### config.mk
export PLATFORM = sky130hd
export DESIGN_NAME = intel_hex_record_parser
export DESIGN_NICKNAME = d
export VERILOG_FILES = /design/src/rtl/ihex_pkg.sv /design/src/rtl/intel_hex_record_parser.sv
export SDC_FILE = /design/constraint.sdc
export NUM_CORES = 1
export LEC_CHECK = 0
export BUFFER_PORTS_ARGS = -buffer_cell sky130_fd_sc_hd__buf_2
export CORE_MARGIN = 5
export CORE_UTILIZATION = 35
export DETAILED_ROUTE_END_ITERATION = 7
export SYNTH_ARGS = -nofsm -noshare
export SYNTH_HDL_FRONTEND = slang
export SYNTH_SLANG_ARGS = --single-unit
### constraint.sdc
create_clock -name clk -period 2.8 [get_ports clk]
set_input_delay 0.28 -clock clk [delete_from_list [all_inputs] [get_ports clk]]
set_output_delay 0.28 -clock clk [all_outputs]
set_load 0.05 [all_outputs]
### src/rtl/ihex_pkg.sv
// ----------------------------------------------------------------------------
// ihex_pkg
// types and constants of the hex record parser
// ----------------------------------------------------------------------------
package ihex_pkg;

    // parse phase
    typedef enum logic [2:0] {
        PH_COLON = 3'd0,
        PH_LEN   = 3'd1,
        PH_ADDR  = 3'd2,
        PH_TYPE  = 3'd3,
        PH_DATA  = 3'd4,
        PH_CSUM  = 3'd5,
        PH_SKIP  = 3'd6
    } phase_t;

    // run state
    typedef enum logic [1:0] {
        HS_RUN  = 2'd0,
        HS_ERR  = 2'd1,
        HS_EOF  = 2'd2
    } halt_t;

    // result kinds
    localparam logic [1:0] KIND_WRITE = 2'd0;
    localparam logic [1:0] KIND_DONE  = 2'd1;
    localparam logic [1:0] KIND_ERROR = 2'd2;

    // error codes
    localparam logic [1:0] ERR_NONE  = 2'd0;
    localparam logic [1:0] ERR_COLON = 2'd1;
    localparam logic [1:0] ERR_HEX   = 2'd2;
    localparam logic [1:0] ERR_CSUM  = 2'd3;

    // characters and record types
    localparam logic [7:0] CH_COLON = 8'h3a;
    localparam logic [7:0] CH_CR    = 8'h0d;
    localparam logic [7:0] CH_LF    = 8'h0a;
    localparam logic [7:0] TYPE_EOF = 8'h01;

    // output payload layout
    localparam int ADDR_W  = 17;
    localparam int TDATA_W = 40;

    typedef struct packed {
        logic       valid;
        logic [3:0] value;
    } hex_digit_t;

    // decode one ascii hex digit, either case
    function automatic hex_digit_t hex_decode(input logic [7:0] c);
        hex_digit_t d;
        d.valid = 1'b1;
        d.value = 4'd0;
        if (c >= 8'h30 && c <= 8'h39)
            d.value = c[3:0];
        else if ((c >= 8'h41 && c <= 8'h46) || (c >= 8'h61 && c <= 8'h66))
            d.value = c[3:0] + 4'd9;
        else
            d.valid = 1'b0;
        return d;
    endfunction

endpackage

### src/rtl/intel_hex_record_parser.sv
// A result item appears on the master side in the cycle after the character is taken.
// Throughput: one character per cycle; the parse state updates in a single registered step.
// The slave side stalls only while a result waits in the output register and is not taken.
// Reset (rst_n low, asynchronous): parser waits for ':', counters and sums clear,
// the output register empties; errors and end-of-file records hold until reset.
// ----------------------------------------------------------------------------
// intel_hex_record_parser
// character-stream parser for hex records, emitting data writes and record status
// ----------------------------------------------------------------------------
module intel_hex_record_parser (
    input  logic        clk,
    input  logic        rst_n,
    input  logic        s_axis_tvalid,
    output logic        s_axis_tready,
    input  logic [7:0]  s_axis_tdata,   // [7:0] ch
    output logic        m_axis_tvalid,
    input  logic        m_axis_tready,
    output logic [39:0] m_axis_tdata,   // [16:0] address, [24:17] data_byte,
                                        // [32:25] record_type, [34:33] error_code
    output logic [1:0]  m_axis_tuser    // [1:0] kind
);
    import ihex_pkg::*;

    // parser state
    phase_t              phase_reg,   phase_next;
    halt_t               halted_reg,  halted_next;
    logic [1:0]          nib_reg,     nib_next;
    logic [15:0]         accum_reg,   accum_next;
    logic [7:0]          left_reg,    left_next;
    logic [ADDR_W-1:0]   addr_reg,    addr_next;
    logic [7:0]          sum_reg,     sum_next;
    logic [7:0]          type_reg,    type_next;

    // output register
    logic                ovalid_reg,  ovalid_next;
    logic [1:0]          okind_reg,   okind_next;
    logic [ADDR_W-1:0]   oaddr_reg,   oaddr_next;
    logic [7:0]          odata_reg,   odata_next;
    logic [7:0]          otype_reg,   otype_next;
    logic [1:0]          oerr_reg,    oerr_next;

    logic                accept;
    logic                active;
    logic [7:0]          c;
    hex_digit_t          dig;
    logic [15:0]         shifted;
    logic                field_done;
    logic [7:0]          csum;

    // handshake and shared decode
    assign s_axis_tready = !ovalid_reg || m_axis_tready;
    assign accept        = s_axis_tvalid && s_axis_tready;
    assign active        = accept && (halted_reg == HS_RUN);
    assign c             = s_axis_tdata;
    assign dig           = hex_decode(c);
    assign shifted       = {accum_reg[11:0], dig.value};
    assign field_done    = (phase_reg == PH_ADDR) ? (nib_reg == 2'd3) : (nib_reg == 2'd1);
    assign csum          = sum_reg + shifted[7:0];

    // next state
    always_comb
    begin
        phase_next  = phase_reg;
        halted_next = halted_reg;
        nib_next    = nib_reg;
        accum_next  = accum_reg;
        left_next   = left_reg;
        addr_next   = addr_reg;
        sum_next    = sum_reg;
        type_next   = type_reg;
        if (active)
        begin
            unique case (phase_reg)
                PH_SKIP:
                begin
                    if (c == CH_LF)
                        phase_next = PH_COLON;
                end
                PH_COLON:
                begin
                    priority if (c == CH_CR || c == CH_LF)
                        phase_next = PH_COLON;
                    else if (c != CH_COLON)
                        halted_next = HS_ERR;
                    else
                    begin
                        phase_next = PH_LEN;
                        nib_next   = 2'd0;
                        accum_next = 16'd0;
                    end
                end
                default:
                begin
                    priority if (!dig.valid)
                        halted_next = HS_ERR;
                    else if (!field_done)
                    begin
                        nib_next   = nib_reg + 2'd1;
                        accum_next = shifted;
                    end
                    else
                    begin
                        nib_next   = 2'd0;
                        accum_next = 16'd0;
                        unique case (phase_reg)
                            PH_LEN:
                            begin
                                left_next  = shifted[7:0];
                                sum_next   = shifted[7:0];
                                phase_next = PH_ADDR;
                            end
                            PH_ADDR:
                            begin
                                addr_next  = {1'b0, shifted};
                                sum_next   = sum_reg + shifted[15:8] + shifted[7:0];
                                phase_next = PH_TYPE;
                            end
                            PH_TYPE:
                            begin
                                type_next  = shifted[7:0];
                                sum_next   = sum_reg + shifted[7:0];
                                phase_next = (left_reg == 8'd0) ? PH_CSUM : PH_DATA;
                            end
                            PH_DATA:
                            begin
                                sum_next  = sum_reg + shifted[7:0];
                                addr_next = addr_reg + {{(ADDR_W-1){1'b0}}, 1'b1};
                                left_next = left_reg - 8'd1;
                                if (left_reg == 8'd1)
                                    phase_next = PH_CSUM;
                            end
                            default:
                            begin
                                // checksum byte
                                sum_next = csum;
                                priority if (csum != 8'd0)
                                    halted_next = HS_ERR;
                                else
                                begin
                                    if (type_reg == TYPE_EOF)
                                        halted_next = HS_EOF;
                                    phase_next = PH_SKIP;
                                end
                            end
                        endcase
                    end
                end
            endcase
        end
    end

    // result item
    always_comb
    begin
        ovalid_next = ovalid_reg && !m_axis_tready;
        okind_next  = okind_reg;
        oaddr_next  = oaddr_reg;
        odata_next  = odata_reg;
        otype_next  = otype_reg;
        oerr_next   = oerr_reg;
        if (active)
        begin
            logic       emit;
            logic [1:0] kind;
            logic [1:0] err;
            emit = 1'b0;
            kind = KIND_ERROR;
            err  = ERR_NONE;
            unique case (phase_reg)
                PH_SKIP:
                    emit = 1'b0;
                PH_COLON:
                begin
                    if (c != CH_CR && c != CH_LF && c != CH_COLON)
                    begin
                        emit = 1'b1;
                        err  = ERR_COLON;
                    end
                end
                default:
                begin
                    priority if (!dig.valid)
                    begin
                        emit = 1'b1;
                        err  = ERR_HEX;
                    end
                    else if (field_done && phase_reg == PH_DATA)
                    begin
                        emit = 1'b1;
                        kind = KIND_WRITE;
                    end
                    else if (field_done && phase_reg == PH_CSUM)
                    begin
                        emit = 1'b1;
                        if (csum != 8'd0)
                            err = ERR_CSUM;
                        else
                            kind = KIND_DONE;
                    end
                    else
                        emit = 1'b0;
                end
            endcase
            if (emit)
            begin
                ovalid_next = 1'b1;
                okind_next  = kind;
                oerr_next   = err;
                oaddr_next  = (kind == KIND_WRITE) ? addr_reg : '0;
                odata_next  = (kind == KIND_WRITE) ? shifted[7:0] : 8'd0;
                otype_next  = (kind == KIND_DONE) ? type_reg : 8'd0;
            end
        end
    end

    // control registers
    always_ff @(posedge clk or negedge rst_n)
    begin
        if (!rst_n)
        begin
            phase_reg  <= PH_COLON;
            halted_reg <= HS_RUN;
            nib_reg    <= 2'd0;
            accum_reg  <= 16'd0;
            left_reg   <= 8'd0;
            addr_reg   <= '0;
            sum_reg    <= 8'd0;
            type_reg   <= 8'd0;
            ovalid_reg <= 1'b0;
        end
        else
        begin
            phase_reg  <= phase_next;
            halted_reg <= halted_next;
            nib_reg    <= nib_next;
            accum_reg  <= accum_next;
            left_reg   <= left_next;
            addr_reg   <= addr_next;
            sum_reg    <= sum_next;
            type_reg   <= type_next;
            ovalid_reg <= ovalid_next;
        end
    end

    // output payload
    always_ff @(posedge clk)
    begin
        okind_reg <= okind_next;
        oaddr_reg <= oaddr_next;
        odata_reg <= odata_next;
        otype_reg <= otype_next;
        oerr_reg  <= oerr_next;
    end

    assign m_axis_tvalid = ovalid_reg;
    assign m_axis_tuser  = okind_reg;
    assign m_axis_tdata  = {{(TDATA_W-ADDR_W-18){1'b0}}, oerr_reg, otype_reg, odata_reg,
                            oaddr_reg};

endmodule

==> reports/metrics.cfg, run 1 <==
[critical_path]
crit_chain = buf_8 -> clkinvlp_4 -> ha_4 -> o21ba_4 -> o21a_4 -> nand2_2 -> a21boi_4 -> inv_2 -> ha_4 -> inv_2 -> fa_2 -> a41oi_2 -> o211ai_1 -> mux2i_1 -> o2111ai_2 -> buf_4 -> nor3_4 -> buf_6 -> o21bai_1
setup.worst_path.end = oerr_reg[0]
cp.arrival_ns = 3.25
start_kind = input pin
crit_cells = 19
r2r_slack_ns = 0.09
r2r_start = accum_reg[5]
worstSetupPathType = input pin to flip-flop
required_ns = 2.91
crit_buf_inv = 6
crit_start = s_axis_tdata[0]
crit_family = compound AO/OA/AOI/OAI gates
worst_path_max_delay_cell = fa_2
slowest_delay_ns = 0.26
cp_max_fo = 6
reg2reg_to = sum_reg[7]
critPathCaptureType = flip-flop
r2r_cells = 13

[drt]
routedWlPerCell_um = 16.38
wl_mm = 15.03
first_pass_iters = 5
drc_errors = 0
ant_nets = 0
vias = 4834
initialDrtViolationCount = 439
via_per_inst = 5.272

[sta]
fmax_mhz = 317.8
drv_slew = 0
finalSetupViolations = 19
fin_hold_ws_ns = 0.09392
tightest_slew_ns = 0.7961
final_hold_viol_count = 0
period_share = 1.124
relSlewSlack = 0.4693
rsz0062_at_grt = true
fin_skew_ns = 0.01247
setup_slack_ns = -0.3462
period_needed_ns = 3.146

[global_routing]
grt-ovfl-total = 0
grt_pass1_wl_mm = 24.02
grt_max_degree = 62
grt_pass1_vias = 4586
gr-usage-all-layers = 0.1644
antenna_found_initial = 0

[flow_run]
cap_violations = 0

[synth]
synth_largest_area_cell = dfrtp_1
synth_edf_count = 37
synth.avg_cell_area_um2 = 9.882
synth_seq_area_share = 0.4618
synth_seq_cells = 98
yosys_most_used_dff = dfrtp_1
synth_cell_types = 73
synthCells = 578
yosysWarnings = 0
yosys.area.top_type_share = 0.2673
syn-cell-area_um2 = 5712
synth_area_leaders = dfrtp_1 27%, edfxtp_1 19%, ha_1 3.9%
async_flop_share = 0.6224

[power_and_ir_drop]
ir_worst_vdd_mv = 0.3520
fin_total_pwr_mw = 3.205
power.density_nw_per_um2 = 436.9
power_leakage_nw = 3.172

[floorplan]
die_x_um = 137.7
dieHeight_um = 137.7
dieArea_um2 = 18970
rows = 46
initial_utilization = 0.3583
core_area_um2 = 15940
ioPinCount = 56

[status]
violations = negative setup slack
status = finished with violations

[place]
dp_hpwl_mm = 10.91
port_buffers = 50
place.gp.congestion = 0.8971

[clock_network]
clkSinkCount = 98
cts_max_level = 3
clk_pin_slew_ns = 0.07
clk_latency_ns = 0.36
cts_max_path_buffers = 2
cts_tree = yes
cts-root-buf = clkbuf_16
numCtsBuffers = 9

[hold_path]
worstHoldPathType = input pin to asynchronous set/reset pin

[finish]
syn2layout_area_growth_pct = 28.46
antennaDiodeCount = 0
nNetsFinal = 735
drive_gt1_frac = 0.3039

[layout by cell type, fill, tap and decap left out, types with 5 or more instances in the layout]
master	count
mux2_2	6
nand3_1	21
conb_1	5
buf_4	77
xor2_1	6
buf_2	49
nor3_1	12
nand2_1	43
o21ai_0	38
and3_1	24
o21ai_1	7
nor2_1	48
a22o_1	12
xnor2_1	8
edfxtp_1	37
a31oi_1	7
a22oi_1	5
fa_1	6
inv_1	18
a21oi_1	38
o22ai_1	7
clkbuf_16	9
and2_1	7
ha_1	13
nor2b_1	6
dfrtp_1	61
[through the flow]
stage / std cells / worst slack [ns] / utilization / TNS (ns) / area, um^2
floorplan: 582 / -0.4472 / - / -5.884 / 5832
global placement: 886 / -0.6339 / 0.4236 / -13.70 / 6754
detailed placement: 886 / -0.7584 / 0.4236 / -16.97 / 6754
CTS: 909 / -0.3210 / 0.4527 / -4.679 / 7217
global route: 917 / -0.4956 / 0.4602 / -7.329 / 7337
finish: 917 / -0.3462 / 0.4602 / -4.555 / 7337
[cell type report]
type | instances | area [um^2]
multi-input cells | 431 | 3118
inverters | 23 | 92.59
repair buffers | 133 | 923.4
clock inverters | 7 | 70.07
flip-flops and latches | 98 | 2638
fillers | 1482 | 8606
clock buffers | 9 | 225.2
well taps | 216 | 270.3
[Yosys cell counts (4+ instances only)]
cell type / count
nand4_1: 4
o21ai_0: 45
nand2b_1: 5
buf_2: 4
inv_1: 23
a22o_1: 13
nor2b_1: 7
buf_4: 5
edfxtp_1: 37
o22ai_1: 7
nand3_1: 21
a21o_1: 4
and2_1: 9
a221oi_1: 6
mux2i_1: 4
and3_1: 24
clkbuf_1: 19
o22a_1: 4
fa_1: 9
a22oi_1: 5
xnor2_1: 9
xor2_1: 7
a21oi_1: 42
ha_1: 18
o31ai_1: 4
a31oi_1: 8
nor3_1: 12
dfrtp_1: 61
mux2_2: 6
nor2_1: 49
nand2_1: 44
[kinds of logic after synthesis]
logic type	count (synthesis)	share of synthesized area
other	1	0.0006565
AND/OR/NAND/NOR	201	0.1855
XOR/XNOR	16	0.02454
AO/OA/AOI/OAI	171	0.1969
flip-flops	98	0.4618
buffers and inverters	53	0.03899
adder cells (fa/ha/maj)	28	0.07273
multiplexers	10	0.01884
[worst min path at each step]
stage                              from  cells after the start                         end
final                             rst_n                      2                addr_reg[10]
after global routing              rst_n                      2                addr_reg[11]
after CTS                         rst_n                      2               accum_reg[11]
after detailed placement  halted_reg[1]                      1               halted_reg[1]
after global placement    halted_reg[1]                      1               halted_reg[1]
after floorplan                   rst_n                      0  asynchronous set/reset pin
[routing by layer]
layer	vias up	wire, um	track usage
li1	2355	-	-
met1	2313	6653	0.2118
met2	138	7138	0.2709
met3	28	720	0.02411
met4	0	512	0.07958
met5	-	0	0
[timing repair]
action / in CTS / in global routing
cloned: 1 / 0
setup buffers: 6 / 8
setup endpoints to repair: 22 / 28
pin swaps: 23 / 27
hold buffers: 0 / 0
resized for setup: 25 / 14
[where the power goes]
part	internal (mW)	total, mW	switching (mW)
clock	0.628	1.22	0.593
sequential	1.53	1.56	0.0273
combinational	0.143	0.424	0.281
Power figures use the tool's default switching activity.
==> run 2: changes to the inputs <==
--- a/config.mk
+++ b/config.mk
@@ -7,7 +7,7 @@
 export LEC_CHECK = 0
 export BUFFER_PORTS_ARGS = -buffer_cell sky130_fd_sc_hd__buf_2
 export CORE_MARGIN = 5
-export CORE_UTILIZATION = 35
+export CORE_UTILIZATION = 30
 export DETAILED_ROUTE_END_ITERATION = 7
 export SYNTH_ARGS = -nofsm -noshare
 export SYNTH_HDL_FRONTEND = slang
==> reports/metrics.cfg, run 2 (same netlist as run 1, synthesis figures left out) <==
[status]
status = finished with violations
violations = negative setup slack

[finish]
layout_commonest_cell = buf_4
syn2layout_area_growth_pct = 30.56
antennaDiodeCount = 0  ; unchanged
layout_common_cells = 76 x buf_4, 61 x dfrtp_1, 48 x nor2_1, 48 x buf_2, 44 x nand2_1
fillers = 1805  ; +22%
nNetsFinal = 735  ; unchanged
drive_gt1_frac = 0.3081  ; +0.004280
fin_util = 0.3987  ; -0.06155

[place]
place.gp.congestion = 0.8705  ; -3.0%
dp_hpwl_mm = 11.11  ; +1.8%
port_buffers = 50  ; unchanged

[clock_network]
postCtsHoldBufs = 0  ; unchanged
cts_tree = yes
cts_max_path_buffers = 2  ; unchanged
cts_max_level = 3  ; unchanged
clk_pin_slew_ns = 0.08  ; about the same
numCtsBuffers = 9  ; unchanged
clkSinkCount = 98  ; unchanged
cts-root-buf = clkbuf_16
clk_latency_ns = 0.35  ; about the same

[global_routing]
grt_max_degree = 43  ; -31%
grt_pass1_vias = 4654  ; +1.5%
antenna_found_initial = 0  ; unchanged
gr-usage-all-layers = 0.1428  ; -0.02158
grt-ovfl-total = 0  ; unchanged
grt_pass1_wl_mm = 24.99  ; +4.1%

[critical_path]
cp_max_fo = 6  ; unchanged
start_kind = input pin
cpMostUsedCell = buf_6
slowest_delay_ns = 0.39  ; +0.13 ns
cp.arrival_ns = 3.14  ; -0.11 ns
worst_path_max_delay_cell = fa_2
critPathCaptureType = flip-flop
crit_buf_inv = 9  ; +3
crit_family = buffers and inverters
crit_chain = buf_8 -> clkinvlp_4 -> ha_4 -> buf_6 -> nand2b_4 -> o211a_4 -> buf_6 -> a21boi_4 -> inv_2 -> ha_4 -> inv_2 -> fa_2 -> buf_4 -> xor2_2 -> xnor2_1 -> nor3b_2 -> o2111ai_2 -> buf_4 -> nor3_4 -> buf_6 -> o21bai_1
worstSetupPathType = input pin to flip-flop
required_ns = 2.91  ; about the same

[sta]
fmax_mhz = 329.6  ; +3.7%
tightest_slew_ns = 0.9861  ; +0.1900 ns
final_hold_viol_count = 0  ; unchanged
finalSetupViolations = 19  ; unchanged
setup_slack_ns = -0.2340  ; +0.1122 ns
rsz0062_at_grt = true
drv_slew = 0  ; unchanged
fin_skew_ns = 0.01074  ; -0.001732 ns
period_share = 1.084  ; -0.04007
relSlewSlack = 0.3426  ; -0.1267
fin_hold_ws_ns = 0.08106  ; -0.01286 ns
period_needed_ns = 3.034  ; -0.1122 ns

[power_and_ir_drop]
pwr-share-clk = 0.423  ; +0.042
power.density_nw_per_um2 = 461.2  ; +5.6%
p_sw_mw = 0.8866  ; -1.7%
p_comb_frac = 0.123  ; -0.009
power.internal_mw = 2.552  ; +11%
pwr-share-seq = 0.454  ; -0.033
p_sw_frac = 0.2578  ; -0.02343
ir_worst_vdd_mv = 0.2836  ; -19%
power_leakage_nw = 3.194  ; +0.68%

[floorplan]
core_area_um2 = 18710  ; +17%
die_x_um = 148.0  ; +7.4%
dieArea_um2 = 21900  ; +15%
ioPinCount = 56  ; unchanged
dieHeight_um = 148.0  ; +7.4%
rows = 50  ; +8.7%
initial_utilization = 0.3054  ; -0.05291

[hold_path]
worstHoldPathType = input pin to asynchronous set/reset pin

[drt]
routedWlPerCell_um = 16.37  ; -0.12%
initialDrtViolationCount = 451  ; +2.7%
ant_nets = 0  ; unchanged
first_pass_iters = 5  ; unchanged
drc_errors = 0  ; unchanged
vias = 4832  ; -0.041%
wl_mm = 15.30  ; +1.8%
via_per_inst = 5.168  ; -2.0%

[flow_run]
cap_violations = 0  ; unchanged

run 2: per-stage QoR:
step                instance area (um^2)  setup slack, ns  total power [mW]  TNS [ns]  cells
floorplan                           5832          -0.4472             1.850    -5.884    582
global placement                    6817          -0.6215             1.991    -11.96    907
detailed placement                  6817          -0.6949             1.994    -13.45    907
CTS                                 7355          -0.2189             3.453    -2.975    934
global route                        7457          -0.3949             3.554    -6.300    935
finish                              7457          -0.2340             3.439    -3.287    935
run 2: worst register-to-register path, cell delays in order, from the launching register on:
cell and delay [ns]:
dfrtp_1 0.40, inv_1 0.12, fa_1 0.53, inv_2 0.05
ha_4 0.16, fa_2 0.33, a21o_1 0.17, a21oi_2 0.13
o21bai_1 0.07, a21oi_1 0.17, xnor2_1 0.14, nor2_1 0.07
a221oi_2 0.19, o21ai_1 0.08
run 2: power by group through the flow:
stage | clock (mW) | sequential (mW) | combinational, mW
floorplan | 0 | 1.69 | 0.161
global placement | 0 | 1.59 | 0.399
detailed placement | 0 | 1.59 | 0.402
CTS | 1.47 | 1.56 | 0.419
global route | 1.53 | 1.57 | 0.455
finish | 1.45 | 1.56 | 0.422
run 2: final timing paths:
kind | start | to | slack, ns | cells after the start
max | s_axis_tdata[0] | oerr_reg[0] | -0.23 | 21
min | rst_n | addr_reg[11] | 0.08 | 1
max reg2reg | sum_reg[1] | sum_reg[7] | 0.08 | 13
min reg2reg | addr_reg[16] | addr_reg[16] | 0.47 | 1
max in group asynchronous | rst_n | type_reg[5] | 1.95 | 2
min in group clk | m_axis_tready | m_axis_tvalid | 0.24 | 3
run 2: repair_timing:
item / 4_1_cts / 5_1_grt
setup buffers: 10 / 3
gates resized for setup: 25 / 21
cloned: 1 / 0
pin swaps: 25 / 28
endpoints found under the setup margin: 19 / 46
run 2: cell type report:
cell class              instances  area (um^2)  area share
clock buffers                  10        229.0     0.03070
clock inverters                 6        113.9     0.01527
inverters                      23        92.59     0.01242
multi-input cells             431         3149      0.4223
flip-flops and latches         98         2638      0.3537
well taps                     234        292.8     0.03926
repair buffers                133        942.2      0.1263
run 2: routing by layer:
layer / track usage / up-vias / share of wire
met2: 0.2357 / 107 / 0.49
met4: 0.04065 / 0 / 0.015
met3: 0.02115 / 16 / 0.041
met1: 0.1957 / 2352 / 0.45
li1: - / 2357 / -
met5: 0 / - / 0
==> run 3: changes to the inputs <==
--- a/config.mk
+++ b/config.mk
@@ -5,10 +5,15 @@
 export SDC_FILE = /design/constraint.sdc
 export NUM_CORES = 1
 export LEC_CHECK = 0
+export ABC_AREA = 1
 export BUFFER_PORTS_ARGS = -buffer_cell sky130_fd_sc_hd__buf_2
+export CELL_PAD_IN_SITES_DETAIL_PLACEMENT = 0
+export CELL_PAD_IN_SITES_GLOBAL_PLACEMENT = 1
 export CORE_MARGIN = 5
 export CORE_UTILIZATION = 30
 export DETAILED_ROUTE_END_ITERATION = 7
+export MAX_ROUTING_LAYER = met4
+export PLACE_DENSITY_LB_ADDON = 0.1
 export SYNTH_ARGS = -nofsm -noshare
 export SYNTH_HDL_FRONTEND = slang
 export SYNTH_SLANG_ARGS = --single-unit
==> reports/metrics.cfg, run 3 <==
[power_and_ir_drop]
power_leakage_nw = 3.411  ; +6.8%
p_sw_frac = 0.2544  ; -0.003407
power.internal_mw = 2.229  ; -13%
power.density_nw_per_um2 = 401.4  ; -13%
ir_worst_vdd_mv = 0.2670  ; -5.8%
p_comb_frac = 0.095  ; -0.028
pwr-share-seq = 0.495  ; +0.041
fin_total_pwr_mw = 2.990  ; -13%
pwr-share-clk = 0.410  ; -0.013
p_sw_mw = 0.7605  ; -14%

[status]
violations = negative setup slack
status = finished with violations

[drt]
via_per_inst = 4.818  ; -6.8%
ant_nets = 0  ; unchanged
vias = 5097  ; +5.5%
drc_errors = 0  ; unchanged
routedWlPerCell_um = 16.33  ; -0.23%
wl_mm = 17.28  ; +13%
first_pass_iters = 4  ; -1
initialDrtViolationCount = 244  ; -46%

[place]
port_buffers = 50  ; unchanged
placed_cell_area_um2 = 6773  ; -0.64%
place.gp.congestion = 0.8706  ; about the same
place_inst = 1031  ; +14%
dp_hpwl_mm = 13.05  ; +17%

[critical_path]
crit_chain = buf_8 -> inv_8 -> ha_1 -> inv_1 -> nor2_1 -> nand2_1 -> nand2_2 -> nand2_4 -> o21ai_4 -> inv_2 -> fa_1 -> inv_2 -> ha_4 -> fa_2 -> nand2_2 -> nand2_2 -> a21oi_4 -> nor2_1 -> o21a_1 -> nor2_2 -> a21oi_1 -> o21ai_1 -> o2111ai_1 -> o21a_1
crit_buf_inv = 5  ; -4
r2r_cells = 15  ; +2
critPathCaptureType = flip-flop
worstSetupPathType = input pin to flip-flop
slowest_delay_ns = 0.49  ; +0.10 ns
cpMostUsedCell = nand2_2
start_kind = input pin
required_ns = 3.05  ; +0.14 ns
cp_max_fo = 3  ; -3
worst_path_max_delay_cell = fa_1
cp.arrival_ns = 3.23  ; +0.09 ns
crit_family = adder cells
crit_cells = 24  ; +14%

[floorplan]
die_x_um = 148.0  ; about the same
core_area_um2 = 18710  ; unchanged
initial_utilization = 0.3055  ; about the same
dieHeight_um = 148.0  ; about the same
rows = 50  ; unchanged
ioPinCount = 56  ; unchanged
dieArea_um2 = 21910  ; about the same

[global_routing]
antenna_found_initial = 0  ; unchanged
gr-usage-all-layers = 0.1638  ; +0.02104
grt_pass1_wl_mm = 27.33  ; +9.4%
grt_pass1_vias = 5035  ; +8.2%
grt-ovfl-total = 0  ; unchanged
grt_max_degree = 35  ; -19%

[synth]
synthCells = 695  ; +20%
synth_seq_cells = 98  ; unchanged
synth_edf_count = 37  ; unchanged
synth.avg_cell_area_um2 = 8.222  ; -17%
yosys-top-cells-count = 132 x nand2_1, 105 x inv_1, 96 x nor2_1
yosys_most_used_dff = dfrtp_1
synth_cell_types = 49  ; -33%
async_flop_share = 0.6224  ; unchanged
synth_largest_area_cell = dfrtp_1
syn-cell-area_um2 = 5714  ; about the same
yosys.area.top_type_share = 0.2671  ; about the same
yosysWarnings = 0  ; unchanged
synth_area_leaders = dfrtp_1 27%, edfxtp_1 19%, nand2_1 8.7%
yosysMostFrequentCell = nand2_1
synth_seq_area_share = 0.4616  ; about the same

[clock_network]
clkSinkCount = 98  ; unchanged
cts_tree = yes
cts_max_level = 3  ; unchanged
clk_latency_ns = 0.35  ; about the same
cts-root-buf = clkbuf_16
numCtsBuffers = 9  ; unchanged
clk_pin_slew_ns = 0.08  ; about the same
cts_max_path_buffers = 2  ; unchanged

[sta]
tightest_slew_ns = 0.8005  ; -0.1855 ns
period_share = 1.064  ; -0.01961
fin_setup_tns_ns = -0.2879  ; +2.999 ns
final_hold_viol_count = 0  ; unchanged
fmax_mhz = 335.7  ; +1.8%
relSlewSlack = 0.4643  ; +0.1217
setup_slack_ns = -0.1791  ; +0.05492 ns
drv_slew = 0  ; unchanged
fin_skew_ns = 0.01286  ; +0.002116 ns
period_needed_ns = 2.979  ; -0.05492 ns
finalSetupViolations = 3  ; -16
rsz0062_at_grt = true

[finish]
syn2layout_area_growth_pct = 30.33
layout.cells.non_filler = 1058  ; +13%
antennaDiodeCount = 0  ; unchanged
stdcell_area_um2 = 7447  ; -0.13%
nNetsFinal = 858  ; +17%
fillers = 1946  ; +7.8%
layout_common_cells = 115 x nand2_1, 98 x inv_1, 78 x nor2_1
layout_commonest_cell = nand2_1
seqCellArea_um2 = 2638  ; unchanged
multi_input_area_um2 = 2910  ; -7.6%
drive_gt1_frac = 0.2694  ; -0.03871

[hold_path]
hold-path-cell-count = 4
worstHoldPathType = input pin to flip-flop

[flow_run]
cap_violations = 0  ; unchanged

run 3: timing repair:
item	in CTS	in global routing
cloned	0	1
setup buffers	0	10
hold endpoints to repair	11	0
pin swaps	3	35
hold buffers	1	0
setup endpoints to repair	18	22
resized for setup	7	76
run 3: worst min-delay path, delay by kind of cell:
kind            cells  cell delay [ns]
simple gates        1             0.03
buf+inv             2             0.15
compound gates      1             0.09
run 3: path summary, 6_finish.rpt:
check | end | startpoint | slack [ns]
max | sum_reg[7] | s_axis_tdata[1] | -0.18
min | m_axis_tvalid | m_axis_tready | 0.25
max reg2reg | sum_reg[7] | accum_reg[5] | 0.14
min reg2reg | halted_reg[1] | halted_reg[1] | 0.46
max in group asynchronous | type_reg[7] | rst_n | 1.62
min in group asynchronous | left_reg[1] | rst_n | 0.36
run 3: logic make-up after synthesis:
group                      count (synthesis)  share of synthesized area
adders and majority gates                 27                    0.07094
and+or+nand+nor                          297                     0.2238
AOI/OAI and AO/OA                        126                     0.1283
xor gates and xnor gates                  17                    0.02606
other                                      1                  0.0006563
DFF                                       98                     0.4616
buffers and inverters                    129                    0.08868
run 3: layout make-up:
cell class / instances / area share
clock buffers: 11 / 0.03259
well taps: 234 / 0.03931
clock inverters: 5 / 0.005040
flip-flops and latches: 98 / 0.3542
inverters: 112 / 0.05780
repair buffers: 125 / 0.1203
multi-input cells: 473 / 0.3908
run 3: stage by stage:
stage                     hold slack, ns  utilization  setup slack [ns]
after floorplan                 -0.01559            -           -0.3287
after global placement            0.2043       0.3621           -0.5488
after detailed placement          0.2150       0.3621           -0.6264
after CTS                         0.2418       0.3789           -0.2162
after global routing              0.2713       0.3981           -0.4157
final                             0.2510       0.3981           -0.1791
run 3: metal layers:
metal  wire length (um)  track usage  up-vias
met4                144      0.03649        0
met2               8154       0.2574       86
met3                598      0.02974       12
met5                  0            -        -
li1                   -            -     2519
met1               8379       0.2222     2480
run 3: power groups by stage:
stage	clock, mW	sequential (mW)	combinational (mW)
floorplan	0	1.51	0.119
global placement	0	1.51	0.231
detailed placement	0	1.51	0.231
CTS	1.27	1.48	0.236
global route	1.33	1.48	0.312
finish	1.23	1.48	0.283
